===== src/rtl/zbe_pkg.sv =====
`default_nettype none
// ----------------------------------------------------------------------------
// zbe_pkg
// Shared constants, types and the two-of-five digit table for the POSTNET
// ZIP code encoder.
// ----------------------------------------------------------------------------
package zbe_pkg;

    localparam int ZIP_W          = 17;
    localparam int DIGITS         = 5;
    localparam int DIGIT_W        = 4;
    localparam int BCD_W          = DIGITS * DIGIT_W;
    localparam int BARS_PER_DIGIT = 5;
    localparam int BAR_W          = (DIGITS + 1) * BARS_PER_DIGIT;
    localparam int CNT_W          = $clog2(BAR_W);
    localparam int DAB_W          = BCD_W + ZIP_W;
    localparam int STAGE_ITERS    = 6;
    localparam int LAST_ITERS     = ZIP_W - 2 * STAGE_ITERS;

    localparam logic [ZIP_W-1:0] ZIP_LIMIT = ZIP_W'(99999);
    localparam logic [CNT_W-1:0] LAST_CNT  = CNT_W'(BAR_W - 1);

    typedef struct packed {
        logic             err;
        logic [BCD_W-1:0] bcd;
    } zbe_digits_t;

    typedef struct packed {
        logic             err;
        logic [BAR_W-1:0] bars;
    } zbe_bars_t;

    function automatic logic [BARS_PER_DIGIT-1:0] bar_code(input logic [DIGIT_W-1:0] d);
        logic [BARS_PER_DIGIT-1:0] c;
        unique case (d)
            4'd0:    c = 5'b11000;
            4'd1:    c = 5'b00011;
            4'd2:    c = 5'b00101;
            4'd3:    c = 5'b00110;
            4'd4:    c = 5'b01001;
            4'd5:    c = 5'b01010;
            4'd6:    c = 5'b01100;
            4'd7:    c = 5'b10001;
            4'd8:    c = 5'b10010;
            4'd9:    c = 5'b10100;
            default: c = 5'b00000;
        endcase
        return c;
    endfunction

endpackage
`default_nettype wire


===== src/rtl/zbe_bcd_conv.sv =====
`default_nettype none
// ----------------------------------------------------------------------------
// zbe_bcd_conv
// Three-stage shift-and-add-three converter from binary ZIP code to five BCD
// digits, with the range check carried alongside.
// ----------------------------------------------------------------------------
module zbe_bcd_conv
    import zbe_pkg::*;
(
    input  wire logic             clk,
    input  wire logic             rst_n,
    input  wire logic             zip_valid,
    output logic                  zip_stall,
    input  wire logic [ZIP_W-1:0] zip_code,
    output logic                  dig_valid,
    input  wire logic             dig_stall,
    output zbe_digits_t           dig
);

    function automatic logic [DAB_W-1:0] dabble(input logic [DAB_W-1:0] v, input int n);
        logic [DAB_W-1:0] t;
        t = v;
        for (int i = 0; i < STAGE_ITERS; i++)
        begin
            if (i < n)
            begin
                for (int j = 0; j < DIGITS; j++)
                begin
                    if (t[ZIP_W + DIGIT_W*j +: DIGIT_W] >= 4'd5)
                    begin
                        t[ZIP_W + DIGIT_W*j +: DIGIT_W] =
                            t[ZIP_W + DIGIT_W*j +: DIGIT_W] + 4'd3;
                    end
                end
                t = t << 1;
            end
        end
        return t;
    endfunction

    logic                   valid_reg [3];
    logic                   err_reg   [3];
    logic [DAB_W-1:0]       val_reg   [3];
    logic [DAB_W-1:0]       val_next  [3];
    logic                   ready     [4];
    logic                   src_valid [3];
    logic                   src_err   [3];

    always_comb
    begin
        ready[3] = !dig_stall;
        for (int s = 2; s >= 0; s--)
        begin
            ready[s] = !valid_reg[s] || ready[s+1];
        end
        src_valid[0] = zip_valid;
        src_err[0]   = zip_code > ZIP_LIMIT;
        val_next[0]  = dabble({{BCD_W{1'b0}}, zip_code}, STAGE_ITERS);
        src_valid[1] = valid_reg[0];
        src_err[1]   = err_reg[0];
        val_next[1]  = dabble(val_reg[0], STAGE_ITERS);
        src_valid[2] = valid_reg[1];
        src_err[2]   = err_reg[1];
        val_next[2]  = dabble(val_reg[1], LAST_ITERS);
    end

    always_ff @(posedge clk or negedge rst_n)
    begin
        if (!rst_n)
        begin
            for (int s = 0; s < 3; s++)
            begin
                valid_reg[s] <= 1'b0;
            end
        end
        else
        begin
            for (int s = 0; s < 3; s++)
            begin
                if (ready[s])
                begin
                    valid_reg[s] <= src_valid[s];
                end
            end
        end
    end

    always_ff @(posedge clk)
    begin
        for (int s = 0; s < 3; s++)
        begin
            if (ready[s] && src_valid[s])
            begin
                err_reg[s] <= src_err[s];
                val_reg[s] <= val_next[s];
            end
        end
    end

    assign zip_stall = !ready[0];
    assign dig_valid = valid_reg[2];
    assign dig.err   = err_reg[2];
    assign dig.bcd   = val_reg[2][DAB_W-1:ZIP_W];

endmodule
`default_nettype wire


===== src/rtl/zbe_check_enc.sv =====
`default_nettype none
// ----------------------------------------------------------------------------
// zbe_check_enc
// Pipeline stage that forms the check digit and maps all six digits to their
// two-of-five bar patterns, or clears the bars for an out-of-range code.
// ----------------------------------------------------------------------------
module zbe_check_enc
    import zbe_pkg::*;
(
    input  wire logic        clk,
    input  wire logic        rst_n,
    input  wire logic        dig_valid,
    output logic             dig_stall,
    input  wire zbe_digits_t dig,
    output logic             bars_valid,
    input  wire logic        bars_stall,
    output zbe_bars_t        bars
);

    logic             valid_reg;
    zbe_bars_t        bars_reg;
    zbe_bars_t        bars_next;
    logic             ready;
    logic [6:0]       sum;
    logic [6:0]       rem;
    logic [DIGIT_W-1:0] chk;

    always_comb
    begin
        sum = 7'd0;
        for (int j = 0; j < DIGITS; j++)
        begin
            sum = sum + 7'(dig.bcd[DIGIT_W*j +: DIGIT_W]);
        end
        rem = sum;
        if (rem >= 7'd40)
        begin
            rem = rem - 7'd40;
        end
        if (rem >= 7'd20)
        begin
            rem = rem - 7'd20;
        end
        if (rem >= 7'd10)
        begin
            rem = rem - 7'd10;
        end
        chk = (rem == 7'd0) ? 4'd0 : DIGIT_W'(7'd10 - rem);
        bars_next.err = dig.err;
        for (int j = 0; j < DIGITS; j++)
        begin
            bars_next.bars[BARS_PER_DIGIT*(j+1) +: BARS_PER_DIGIT] =
                bar_code(dig.bcd[DIGIT_W*j +: DIGIT_W]);
        end
        bars_next.bars[BARS_PER_DIGIT-1:0] = bar_code(chk);
        if (dig.err)
        begin
            bars_next.bars = '0;
        end
    end

    assign ready = !valid_reg || !bars_stall;

    always_ff @(posedge clk or negedge rst_n)
    begin
        if (!rst_n)
        begin
            valid_reg <= 1'b0;
        end
        else if (ready)
        begin
            valid_reg <= dig_valid;
        end
    end

    always_ff @(posedge clk)
    begin
        if (ready && dig_valid)
        begin
            bars_reg <= bars_next;
        end
    end

    assign dig_stall  = !ready;
    assign bars_valid = valid_reg;
    assign bars       = bars_reg;

endmodule
`default_nettype wire


===== src/rtl/zbe_serializer.sv =====
`default_nettype none
// ----------------------------------------------------------------------------
// zbe_serializer
// Output stage that shifts the thirty bars out one per transfer, or emits the
// single range error result.
// ----------------------------------------------------------------------------
module zbe_serializer
    import zbe_pkg::*;
(
    input  wire logic      clk,
    input  wire logic      rst_n,
    input  wire logic      bars_valid,
    output logic           bars_stall,
    input  wire zbe_bars_t bars,
    output logic           bar_valid,
    input  wire logic      bar_stall,
    output logic           full_bar,
    output logic           last_bar,
    output logic           range_error
);

    logic             valid_reg;
    logic             err_reg;
    logic [BAR_W-1:0] shift_reg;
    logic [CNT_W-1:0] count_reg;
    logic             last;
    logic             xfer;
    logic             load;

    assign last = err_reg || (count_reg == LAST_CNT);
    assign xfer = valid_reg && !bar_stall;
    assign load = bars_valid && (!valid_reg || (xfer && last));

    always_ff @(posedge clk or negedge rst_n)
    begin
        if (!rst_n)
        begin
            valid_reg <= 1'b0;
            count_reg <= '0;
        end
        else if (load)
        begin
            valid_reg <= 1'b1;
            count_reg <= '0;
        end
        else if (xfer)
        begin
            if (last)
            begin
                valid_reg <= 1'b0;
                count_reg <= '0;
            end
            else
            begin
                count_reg <= count_reg + 1'b1;
            end
        end
    end

    always_ff @(posedge clk)
    begin
        if (load)
        begin
            err_reg   <= bars.err;
            shift_reg <= bars.bars;
        end
        else if (xfer)
        begin
            shift_reg <= shift_reg << 1;
        end
    end

    assign bars_stall  = !(!valid_reg || (xfer && last));
    assign bar_valid   = valid_reg;
    assign full_bar    = shift_reg[BAR_W-1];
    assign last_bar    = last;
    assign range_error = err_reg;

    a_err_single: assert property (@(posedge clk) disable iff (!rst_n)
        (valid_reg && err_reg) |-> (count_reg == '0))
        else $error("range error result not at first slot");

    a_cnt_bound: assert property (@(posedge clk) disable iff (!rst_n)
        count_reg <= LAST_CNT)
        else $error("bar counter out of range");

    a_advance: assert property (@(posedge clk) disable iff (!rst_n)
        (xfer && !last) |=> (valid_reg && count_reg == $past(count_reg) + 1'b1))
        else $error("bar sequence did not advance");

    a_err_bars: assert property (@(posedge clk) disable iff (!rst_n)
        (valid_reg && err_reg) |-> !full_bar)
        else $error("range error result carries a bar");

endmodule
`default_nettype wire


===== src/rtl/postnet_zip_barcode_encoder.sv =====
`default_nettype none
// ----------------------------------------------------------------------------
// postnet_zip_barcode_encoder
// POSTNET encoder for a five-digit ZIP code with check digit, no frame bars.
// ----------------------------------------------------------------------------
// A ZIP code of 99999 or less produces 30 result transfers, one bar per
// cycle while bar_stall is low, most significant digit first and the check
// digit last; a larger code produces one result with range_error and
// last_bar set. The output shifter, emitting one bar per cycle while not
// stalled, sets the sustained rate of codes; a code passes through four
// pipeline stages (three binary-to-BCD stages and the check and encode stage)
// before its first bar appears, and the pipeline keeps accepting codes while
// bars are being shifted out, until its stages fill.
module postnet_zip_barcode_encoder
    import zbe_pkg::*;
(
    input  wire logic             clk,
    input  wire logic             rst_n,
    input  wire logic             zip_valid,
    output logic                  zip_stall,
    input  wire logic [ZIP_W-1:0] zip_code,
    output logic                  bar_valid,
    input  wire logic             bar_stall,
    output logic                  full_bar,
    output logic                  last_bar,
    output logic                  range_error
);

    logic        dig_valid;
    logic        dig_stall;
    zbe_digits_t dig;
    logic        bars_valid;
    logic        bars_stall;
    zbe_bars_t   bars;

    zbe_bcd_conv u_bcd_conv (
        .clk       (clk),
        .rst_n     (rst_n),
        .zip_valid (zip_valid),
        .zip_stall (zip_stall),
        .zip_code  (zip_code),
        .dig_valid (dig_valid),
        .dig_stall (dig_stall),
        .dig       (dig)
    );

    zbe_check_enc u_check_enc (
        .clk        (clk),
        .rst_n      (rst_n),
        .dig_valid  (dig_valid),
        .dig_stall  (dig_stall),
        .dig        (dig),
        .bars_valid (bars_valid),
        .bars_stall (bars_stall),
        .bars       (bars)
    );

    zbe_serializer u_serializer (
        .clk         (clk),
        .rst_n       (rst_n),
        .bars_valid  (bars_valid),
        .bars_stall  (bars_stall),
        .bars        (bars),
        .bar_valid   (bar_valid),
        .bar_stall   (bar_stall),
        .full_bar    (full_bar),
        .last_bar    (last_bar),
        .range_error (range_error)
    );

endmodule
`default_nettype wire


===== config.mk =====
export PLATFORM = sky130hd
export DESIGN_NAME = postnet_zip_barcode_encoder
export DESIGN_NICKNAME = d
export VERILOG_FILES = /design/src/rtl/zbe_pkg.sv /design/src/rtl/zbe_bcd_conv.sv /design/src/rtl/zbe_check_enc.sv /design/src/rtl/zbe_serializer.sv /design/src/rtl/postnet_zip_barcode_encoder.sv
export SDC_FILE = /design/constraint.sdc
export NUM_CORES = 1
export LEC_CHECK = 0
export BUFFER_PORTS_ARGS = -buffer_cell sky130_fd_sc_hd__buf_2
export CELL_PAD_IN_SITES_DETAIL_PLACEMENT = 0
export CELL_PAD_IN_SITES_GLOBAL_PLACEMENT = 1
export CORE_AREA = 2 2 130 195
export CTS_BUF_LIST = sky130_fd_sc_hd__clkbuf_4 sky130_fd_sc_hd__clkbuf_8
export DETAILED_ROUTE_END_ITERATION = 16
export DIE_AREA = 0 0 132 197
export PLACE_DENSITY = 0.9
export RECOVER_POWER = 100
export REMOVE_ABC_BUFFERS = 1
export SYNTH_ARGS = -nofsm -noshare
export SYNTH_HDL_FRONTEND = slang
export SYNTH_HIERARCHICAL = 1
export SYNTH_SLANG_ARGS = --single-unit

===== constraint.sdc =====
create_clock -name clk -period 7.7 [get_ports clk]
set_clock_uncertainty 0.15 [all_clocks]
set_input_delay 0.77 -clock clk [delete_from_list [all_inputs] [get_ports clk]]
set_output_delay 0.77 -clock clk [all_outputs]
set_load 0.005 [all_outputs]

After elaboration in Yosys (flattened, before gate mapping)

Memory sizes are Yosys's and may differ from the RTL's. A register that Yosys moved wholly into a read port is not among the register bits.
Index checks and enable logic that the tools add are counted.

Order comparisons: 74
Reductions and logical operators: 24
Mux-type cells: 88
Add/subtract/negate cells: 79
Equality and inequality tests: 1

Operators by type and width:

| cell                                                               | number |
|---|---|
| greater-or-equal comparator 4 x 3 -> 1 bit (second input constant) | 65 |
| 2-to-1 mux 4 bit                                                   | 57 |
| adder 4 x 2 -> 4 bit (second input constant)                       | 54 |
| 2-to-1 mux 30 bit                                                  | 2 |
| 2-to-1 mux 3 bit                                                   | 14 |
| adder 3 x 2 -> 3 bit (second input constant)                       | 11 |
| adder 7 x 4 -> 7 bit                                               | 3 |
| 2-to-1 mux 7 bit                                                   | 3 |
| greater-than comparator 17 bit (second input constant)             | 1 |
| 2-to-1 mux 5 bit                                                   | 3 |
| adder 1 x 2 -> 3 bit (second input constant)                       | 3 |
| greater-or-equal comparator 1 x 3 -> 1 bit (second input constant) | 3 |
| 2-to-1 mux 1 bit                                                   | 9 |
| greater-or-equal comparator 7 x 4 -> 1 bit (second input constant) | 1 |
| greater-or-equal comparator 7 x 5 -> 1 bit (second input constant) | 1 |
| greater-or-equal comparator 7 x 6 -> 1 bit (second input constant) | 1 |
| logical AND 1 bit                                                  | 7 |
| zero test 1 bit                                                    | 7 |
| zero test 7 bit                                                    | 1 |
| subtractor 7 x 4 -> 7 bit (second input constant)                  | 1 |
| subtractor 7 x 5 -> 7 bit (second input constant)                  | 1 |
| subtractor 7 x 6 -> 7 bit (second input constant)                  | 1 |
| adder 1 x 2 -> 3 bit (both inputs constant)                        | 2 |
| greater-or-equal comparator 1 x 3 -> 1 bit (both inputs constant)  | 2 |
| 7 further kinds                                                    | 13 |

Word-level logic and storage cells: 283
RAM bits: 99
Output and inout bits: 5
Memories: 8
Input bits: 21
Bits in registers: 42
ROM bits: 480

Memory list:

| memory             | depth | bits a word | read ports | clocked after Yosys merged registers in | write ports | line               | source |
|---|---|---|---|---|---|---|---|
| u_bcd_conv.val_reg | 3     | 32          | 3          | 0                                       | 3           | zbe_bcd_conv.sv:43 | `logic [DAB_W-1:0] val_reg [3];` |
| (no name shown)    | 16    | 5           | 1          | 1                                       | 0           | zbe_pkg.sv:35      | `unique case (d)` |
| (no name shown)    | 16    | 5           | 1          | 1                                       | 0           | zbe_pkg.sv:35      |  |
| (no name shown)    | 16    | 5           | 1          | 1                                       | 0           | zbe_pkg.sv:35      |  |
| (no name shown)    | 16    | 5           | 1          | 1                                       | 0           | zbe_pkg.sv:35      |  |
| (no name shown)    | 16    | 5           | 1          | 1                                       | 0           | zbe_pkg.sv:35      |  |
| 2 more memories    | n/a   | n/a         | n/a        | n/a                                     | n/a         | n/a                |  |

Logic depth before layout (Yosys ltp)

Gate-level depths: netlist (run 1).
An unclocked memory read counts as a cell.

Depth after elaboration: 13
Mapped depth: 36
Mapped depth without buffers: 31

Modules after synthesis

The synthesis (run 1) kept the hierarchy.

By module, submodules not included:

| module         | instances | cells each | area an instance (µm²) | seq. area each (µm²) |
|---|---|---|---|---|
| zbe_bcd_conv   | 1         | 776        | 6787.8                 | 1906.8 |
| zbe_check_enc  | 1         | 380        | 3489.6                 | 955.9 |
| zbe_serializer | 1         | 101        | 1687.9                 | 1081.0 |

Least setup slack after synthesis (run 1)

No wires, ideal clock.

Path type: reg2reg
Start: memory u_bcd_conv/val_reg[0][70] (netlist bit)
End: register u_check_enc/bars[1] (netlist name)
Path buffers: 4
Library setup time: 0.146 ns
Data required time: 7.404 ns
Period minus slack after synthesis: 6.981 ns
Setup slack: 0.719 ns
Arrival time: 6.685 ns
Stages on the path, launching flop included: 36
Cells stage by stage: edfxtp_1 buf_4 clkbuf_1 inv_1 fa_1 inv_1 fa_1 inv_1 fa_1 inv_1 ha_1 a211o_4 and3_4 nor2_1 inv_1 ha_1 clkbuf_1 nand2b_1 a31oi_1 a211oi_1 a211oi_1 o31ai_1 a311o_1 buf_6 xnor2_1 inv_1 ha_1 o41ai_2 nor2_1 o31ai_1 nand2_1 inv_1 ha_1 nand2b_1 mux2_1 a21oi_1

RTL lines:

| what            | line |
|---|---|
| start, declared | zbe_bcd_conv.sv:43 |

==> results of run 1 <==
-- routing by layer --
layer / vias to the layer above / share of wire (%) / routed length [µm] / global-route usage (%)
li1: 4524 / - / - / -
met1: 4255 / 40 / 8710 / 18.1
met2: 144 / 55 / 12100 / 33.7
met3: 40 / 2.6 / 558 / 2.52
met4: 0 / 2.3 / 493 / 6.48
met5: - / 0 / 0 / 0
-- cell families (layout without fill, tap and decap cells) --
group | count (synthesis) | in the layout | synth area share, %
adders and majority gates | 119 | 119 | 13.1
xor gates and xnor gates | 43 | 43 | 3.50
and+or+nand+nor | 367 | 367 | 16.2
buffers and inverters | 172 | 172 | 6.53
AOI/OAI and AO/OA | 325 | 325 | 18.9
muxes | 98 | 98 | 8.79
DFF | 133 | 133 | 33.0
-- area by class of cell --
cell class | instances | area, µm² | area share, %
multi-input cells | 952 | 7190 | 57.4
flip-flops and latches | 133 | 3940 | 31.5
inverters | 109 | 409 | 3.27
well taps | 324 | 405 | 3.24
clock buffers | 17 | 234 | 1.87
clock inverters | 15 | 183 | 1.46
repair buffers | 31 | 150 | 1.20
-- critical path: cells and delay by family (launching register included) --
kind	cells	cell delay (ns)
flip-flops	1	0.44
XOR/XNOR	1	0.16
AO/OA/AOI/OAI	8	1.55
adder cells (fa/ha/maj)	7	2.50
buffers and inverters	8	0.72
AND/OR/NAND/NOR	5	1.35
-- metrics by stage --
| step | utilization (%) | std cells |
|---|---|---|
| after detailed placement | 50.2 | 1548 |
| after floorplan | - | 1194 |
| after CTS | 51.9 | 1581 |
| final | 51.6 | 1581 |
| after global placement | 50.2 | 1548 |
| after global routing | 51.6 | 1581 |
-- Yosys cell counts (6+ instances only) --
library cell  count  area [µm²]
a211o_1           6        52.6
a211oi_1         12        90.1
a21boi_0          8        60.1
a21o_1           11        82.6
a21oi_1          84         420
a221o_1           6        60.1
a22o_1            6        52.6
a31oi_1          18         113
and2_1           11        68.8
and3_1           12        75.1
buf_4            24         180
clkbuf_1         26        97.6
dfrtp_1          10         250
edfxtp_1        123        3690
fa_1             11         220
ha_1            108        1350
inv_1           105         394
mux2_2           43         484
mux2i_1          50         500
nand2_1          55         206
nand2b_1         39         244
nand3_1          26         130
nor2_1          111         417
nor2b_1          22         138
nor3_1           29         145
nor3b_1           6        45.0
o211ai_1          8        60.1
o21a_1           13        97.6
o21ai_0          59         295
o21ai_1           8        40.0
o22ai_1          10        62.6
or2_2             9        56.3
or3_1             9        56.3
xnor2_1          31         272
xor2_1            8        70.1
-- worst max-delay path by stage --
stage,from,cells after the start,slack [ns],to
global placement,u_bcd_conv/val_reg[0][70]$_DFFE_PP_,30,0.66,u_check_enc/bars[1]$_SDFFCE_PP0P_
floorplan,u_bcd_conv/val_reg[0][70]$_DFFE_PP_,31,0.93,u_check_enc/bars[1]$_SDFFCE_PP0P_
finish,u_bcd_conv/val_reg[0][66]$_DFFE_PP_,29,0.51,u_check_enc/bars[2]$_SDFFCE_PP0P_
detailed placement,u_bcd_conv/val_reg[0][70]$_DFFE_PP_,31,0.56,u_check_enc/bars[1]$_SDFFCE_PP0P_
CTS,u_bcd_conv/val_reg[0][70]$_DFFE_PP_,30,0.55,u_check_enc/bars[1]$_SDFFCE_PP0P_
global route,u_bcd_conv/val_reg[0][70]$_DFFE_PP_,30,0.04,u_check_enc/bars[2]$_SDFFCE_PP0P_
-- repair_timing --
item / in CTS / in global routing
setup buffers: 0 / 0
hold buffers: 1 / 0
endpoints found under the hold margin: 10 / 0
==> impl_metrics.yaml, run 1 <==
clock_network:
  root_buffer: "clkbuf_8"
  clock_latency_ns: 0.46
  path_clk_slew_ns: 0.09
  post_cts_resized: 0
  cts-buffers-inserted: 17
  cts_buffer_depth: 2
  cts_tree: "yes"
  h-tree-depth: 4
  cts_sinks: 133
timing:
  finalWorstSetupSlack_ns: 0.513
  min_period_ns: 7.19
  rsz0062_at_grt: "false"
  finalCritPeriodShare_pct: 93.3
  slew-limit-headroom_pct: -97.8
  slew_viol_final: 86
  fin_setup_tns_ns: 0
  worst_pin_slew_ns: 2.94
  achievable-frequency_mhz: 139
  finalHoldViolations: 0
  whs_ns: 0.267
  final-setup-viol-count: 0
placed_design:
  dp_worst_setup_slack_ns: 0.559
  dpl_cell_area_um2: 12200
  io_buffer_count: 25
  dp_hpwl_mm: 16.9
  gp_congestion: 0.863
worst_setup_path:
  reg2reg_to: "u_check_enc/bars[2]$_SDFFCE_PP0P_"
  start_kind: "flop"
  worst_path_max_delay_cell: "fa_1"
  r2r_start: "u_bcd_conv/val_reg[0][66]$_DFFE_PP_"
  required_ns: 7.69
  regToRegSetupSlack_ns: 0.51
  cp_data_arrival_time_ns: 7.18
  path_common_cell: "inv_1"
  worstPathMaxFanout: 11
  critPathKind: "reg2reg"
  crit_path_end_kind: "flop"
  slowest_delay_ns: 0.56
  reg2reg_depth: 29
finish:
  postLayoutCellArea_um2: 12500
  final_common_cell: "edfxtp_1"
  nets: 1384
  fillers: 2234
  final_layout_size_suffix_gt1_share_pct: 11.1
  final_cell_mix: "123 x edfxtp_1, 111 x nor2_1, 108 x ha_1"
  syn2layout_area_growth_pct: 4.56
  largest_reg_flops: 58
  num_antenna_cells: 0
routing:
  drc_errors: 0
  drt_iter0_markers: 320
  wire_per_inst_um: 13.8
  via_per_inst: 5.67
  routed_wl_mm: 21.9
  ant_nets: 0
  dr.pass1.iters: 5
  vias: 8963
floorplan:
  die_w_um: 132
  row_count: 70
  core_region_area_um2: 24300
  initial_core_util_pct: 49.3
  die_area_um2: 26000
  io_pins: 26
  die_height_um: 197
job:
  cap_viol_max_count: 3
min_path:
  holdCritPathClass: "reg2reg"
  hold_end: "u_serializer/range_error$_DFFE_PN_"
  hold_start: "u_check_enc/bars[30]$_DFFE_PP_"
  hold_path_depth: 0
yosys:
  syn_inst: 1257
  synth_ff_type: "edfxtp_1"
  synth_cell_types: 107
  avgSynthCellArea_um2: 9.52
  yosysWarnings: 6
  synth_edf_count: 123
  ys_ff_latch: 133
  async_flop_share_pct: 7.52
  seq_area_frac_synth_pct: 33.0
  syn_area_um2: 12000
run_status:
  violations: "capacitance limit, slew limit"
  status: "complete, but fails checks"
grt:
  grt_pass1_wl_mm: 37.7
  grt-ovfl-total: 0
  gr-usage-all-layers_pct: 17.1
  grt_pass1_vias: 8602
  grt_max_degree: 32
  antenna_found_initial: 0
Power of run 1 is left out: the tool's default activity adds up to more than one toggle a clock period on the data nets, which glitch-free logic cannot reach.
==> run 2: changes to the inputs <==
--- a/config.mk
+++ b/config.mk
@@ -10,8 +10,10 @@
 export CELL_PAD_IN_SITES_GLOBAL_PLACEMENT = 1
 export CORE_AREA = 2 2 130 195
 export CTS_BUF_LIST = sky130_fd_sc_hd__clkbuf_4 sky130_fd_sc_hd__clkbuf_8
+export CTS_CLUSTER_SIZE = 14
 export DETAILED_ROUTE_END_ITERATION = 16
 export DIE_AREA = 0 0 132 197
+export MAX_ROUTING_LAYER = met4
 export PLACE_DENSITY = 0.9
 export RECOVER_POWER = 100
 export REMOVE_ABC_BUFFERS = 1
==> run 2 against run 1 <==
The run still ends with capacitance limit, slew limit left. Highest routed layer unchanged. Final area did not move. Global-route usage up 0.51 points. Register-to-register slack is essentially flat. Non-clock buffer count stayed put. Sequential share of layout area did not move. Sequential cell count did not move. Die area unchanged.
==> impl_metrics.yaml, run 2 (synthesis gave the netlist of run 1 again) <==
min_path:
  holdCritPathClass: "reg2reg"
  hold_end: "u_serializer/range_error$_DFFE_PN_"
  hold_start: "u_check_enc/bars[30]$_DFFE_PP_"
  hold_path_depth: 0
grt:
  grt_max_degree: 32
  gr-usage-all-layers_pct: 17.6
  antenna_found_initial: 0
  grt_pass1_wl_mm: 37.7
  grt-ovfl-total: 0
  grt_pass1_vias: 8595
floorplan:
  initial_core_util_pct: 49.3
  row_count: 70
  die_w_um: 132
  io_pins: 26
  die_height_um: 197
  die_area_um2: 26000
  core_region_area_um2: 24300
timing:
  finalHoldViolations: 0
  min_period_ns: 7.19
  worst_pin_slew_ns: 2.95
  achievable-frequency_mhz: 139
  rsz0062_at_grt: "false"
  final-setup-viol-count: 0
  slew_viol_final: 86
  slew-limit-headroom_pct: -98.7
  fin_setup_tns_ns: 0
  finalCritPeriodShare_pct: 93.3
  whs_ns: 0.268
worst_setup_path:
  worst_path_max_delay_cell: "fa_1"
  required_ns: 7.86
  cp_data_arrival_time_ns: 7.35
  path_common_cell: "inv_1"
  reg2reg_to: "u_check_enc/bars[1]$_SDFFCE_PP0P_"
  worstPathMaxFanout: 11
  r2r_start: "u_bcd_conv/val_reg[0][66]$_DFFE_PP_"
  slowest_delay_ns: 0.56
  critPathKind: "reg2reg"
  start_kind: "flop"
  crit_path_end_kind: "flop"
  reg2reg_depth: 30
  regToRegSetupSlack_ns: 0.51
finish:
  num_antenna_cells: 0
  final_common_cell: "edfxtp_1"
  final_cell_mix: "123 x edfxtp_1, 111 x nor2_1, 108 x ha_1"
  largest_reg_flops: 58
  fillers: 2234
  syn2layout_area_growth_pct: 4.56
  multiInputGateArea_um2: 7190
  final_layout_size_suffix_gt1_share_pct: 11.1
  seq_area_um2: 3940
  nets: 1384
routing:
  vias: 8937
  ant_nets: 0
  top_layer: "met4"
  met2_length_mm: 12.1
  dr.pass1.iters: 4
  drt_iter0_markers: 321
  wire_per_inst_um: 13.8
  drt-met1-wl_mm: 8.70
  drc_errors: 0
  routed_wl_mm: 21.9
  routed-wl-met3_um: 545
  via_per_inst: 5.65
clock_network:
  clock_latency_ns: 0.46
  path_clk_slew_ns: 0.09
  post-cts-setup-buffers: 0
  cts-buffers-inserted: 17
  root_buffer: "clkbuf_8"
  cts_buffer_depth: 2
  cts_tree: "yes"
  post_cts_resized: 0
  cts_hold_buf: 1
  cts_sinks: 133
  h-tree-depth: 4
placed_design:
  io_buffer_count: 25
  gp_congestion: 0.879
  dp_hpwl_mm: 16.9
job:
  cap_viol_max_count: 3
run_status:
  status: "complete, but fails checks"
  violations: "capacitance limit, slew limit"
-- run 2: cell counts in the layout (fill, tap and decap cells not counted) --
No cell type changed its count.
-- run 2: how the worst max path moves through the flow --
stage | start | end | slack [ns] | cells after the start
global placement | u_bcd_conv/val_reg[0][70]$_DFFE_PP_ | u_check_enc/bars[1]$_SDFFCE_PP0P_ | 0.66 | 30
global route | u_bcd_conv/val_reg[0][70]$_DFFE_PP_ | u_check_enc/bars[2]$_SDFFCE_PP0P_ | 0.04 | 30
detailed placement | u_bcd_conv/val_reg[0][70]$_DFFE_PP_ | u_check_enc/bars[1]$_SDFFCE_PP0P_ | 0.56 | 31
floorplan | u_bcd_conv/val_reg[0][70]$_DFFE_PP_ | u_check_enc/bars[1]$_SDFFCE_PP0P_ | 0.93 | 31
finish | u_bcd_conv/val_reg[0][66]$_DFFE_PP_ | u_check_enc/bars[1]$_SDFFCE_PP0P_ | 0.51 | 30
CTS | u_bcd_conv/val_reg[0][70]$_DFFE_PP_ | u_check_enc/bars[1]$_SDFFCE_PP0P_ | 0.55 | 30
-- run 2: metrics by stage --
stage	instance area, µm²	util, %	cells	worst slack (ns)
after floorplan	11600	-	1194	0.927
after global placement	12200	50.2	1548	0.664
after detailed placement	12200	50.2	1548	0.559
after CTS	12600	51.9	1581	0.546
after global routing	12500	51.6	1581	0.0440
final	12500	51.6	1581	0.514
-- run 2: area by class of cell --
type | count | area share (%)
timing repair buffer | 31 | 1.20
sequential | 133 | 31.5
clock inverter | 15 | 1.46
tap | 324 | 3.24
clock buffer | 17 | 1.87
multi-input combinational | 952 | 57.4
inverter | 109 | 3.27
-- run 2: worst max-delay path, delay by kind of cell (launching register included) --
| kind | cells | cell delay [ns] |
|---|---|---|
| XOR/XNOR | 1 | 0.21 |
| AND/OR/NAND/NOR | 6 | 1.31 |
| buffers and inverters | 8 | 0.76 |
| multiplexers | 1 | 0.29 |
| adder cells (fa/ha/maj) | 7 | 2.52 |
| AO/OA/AOI/OAI | 7 | 1.37 |
| flip-flops | 1 | 0.44 |
-- run 2: layer usage --
| metal | GRT usage [%] | vias to the layer above |
|---|---|---|
| li1 | - | 4524 |
| met1 | 18.1 | 4231 |
| met2 | 33.7 | 138 |
| met3 | 2.52 | 44 |
| met4 | 6.48 | 0 |
| met5 | - | - |
Power of run 2 is left out for the same reason.
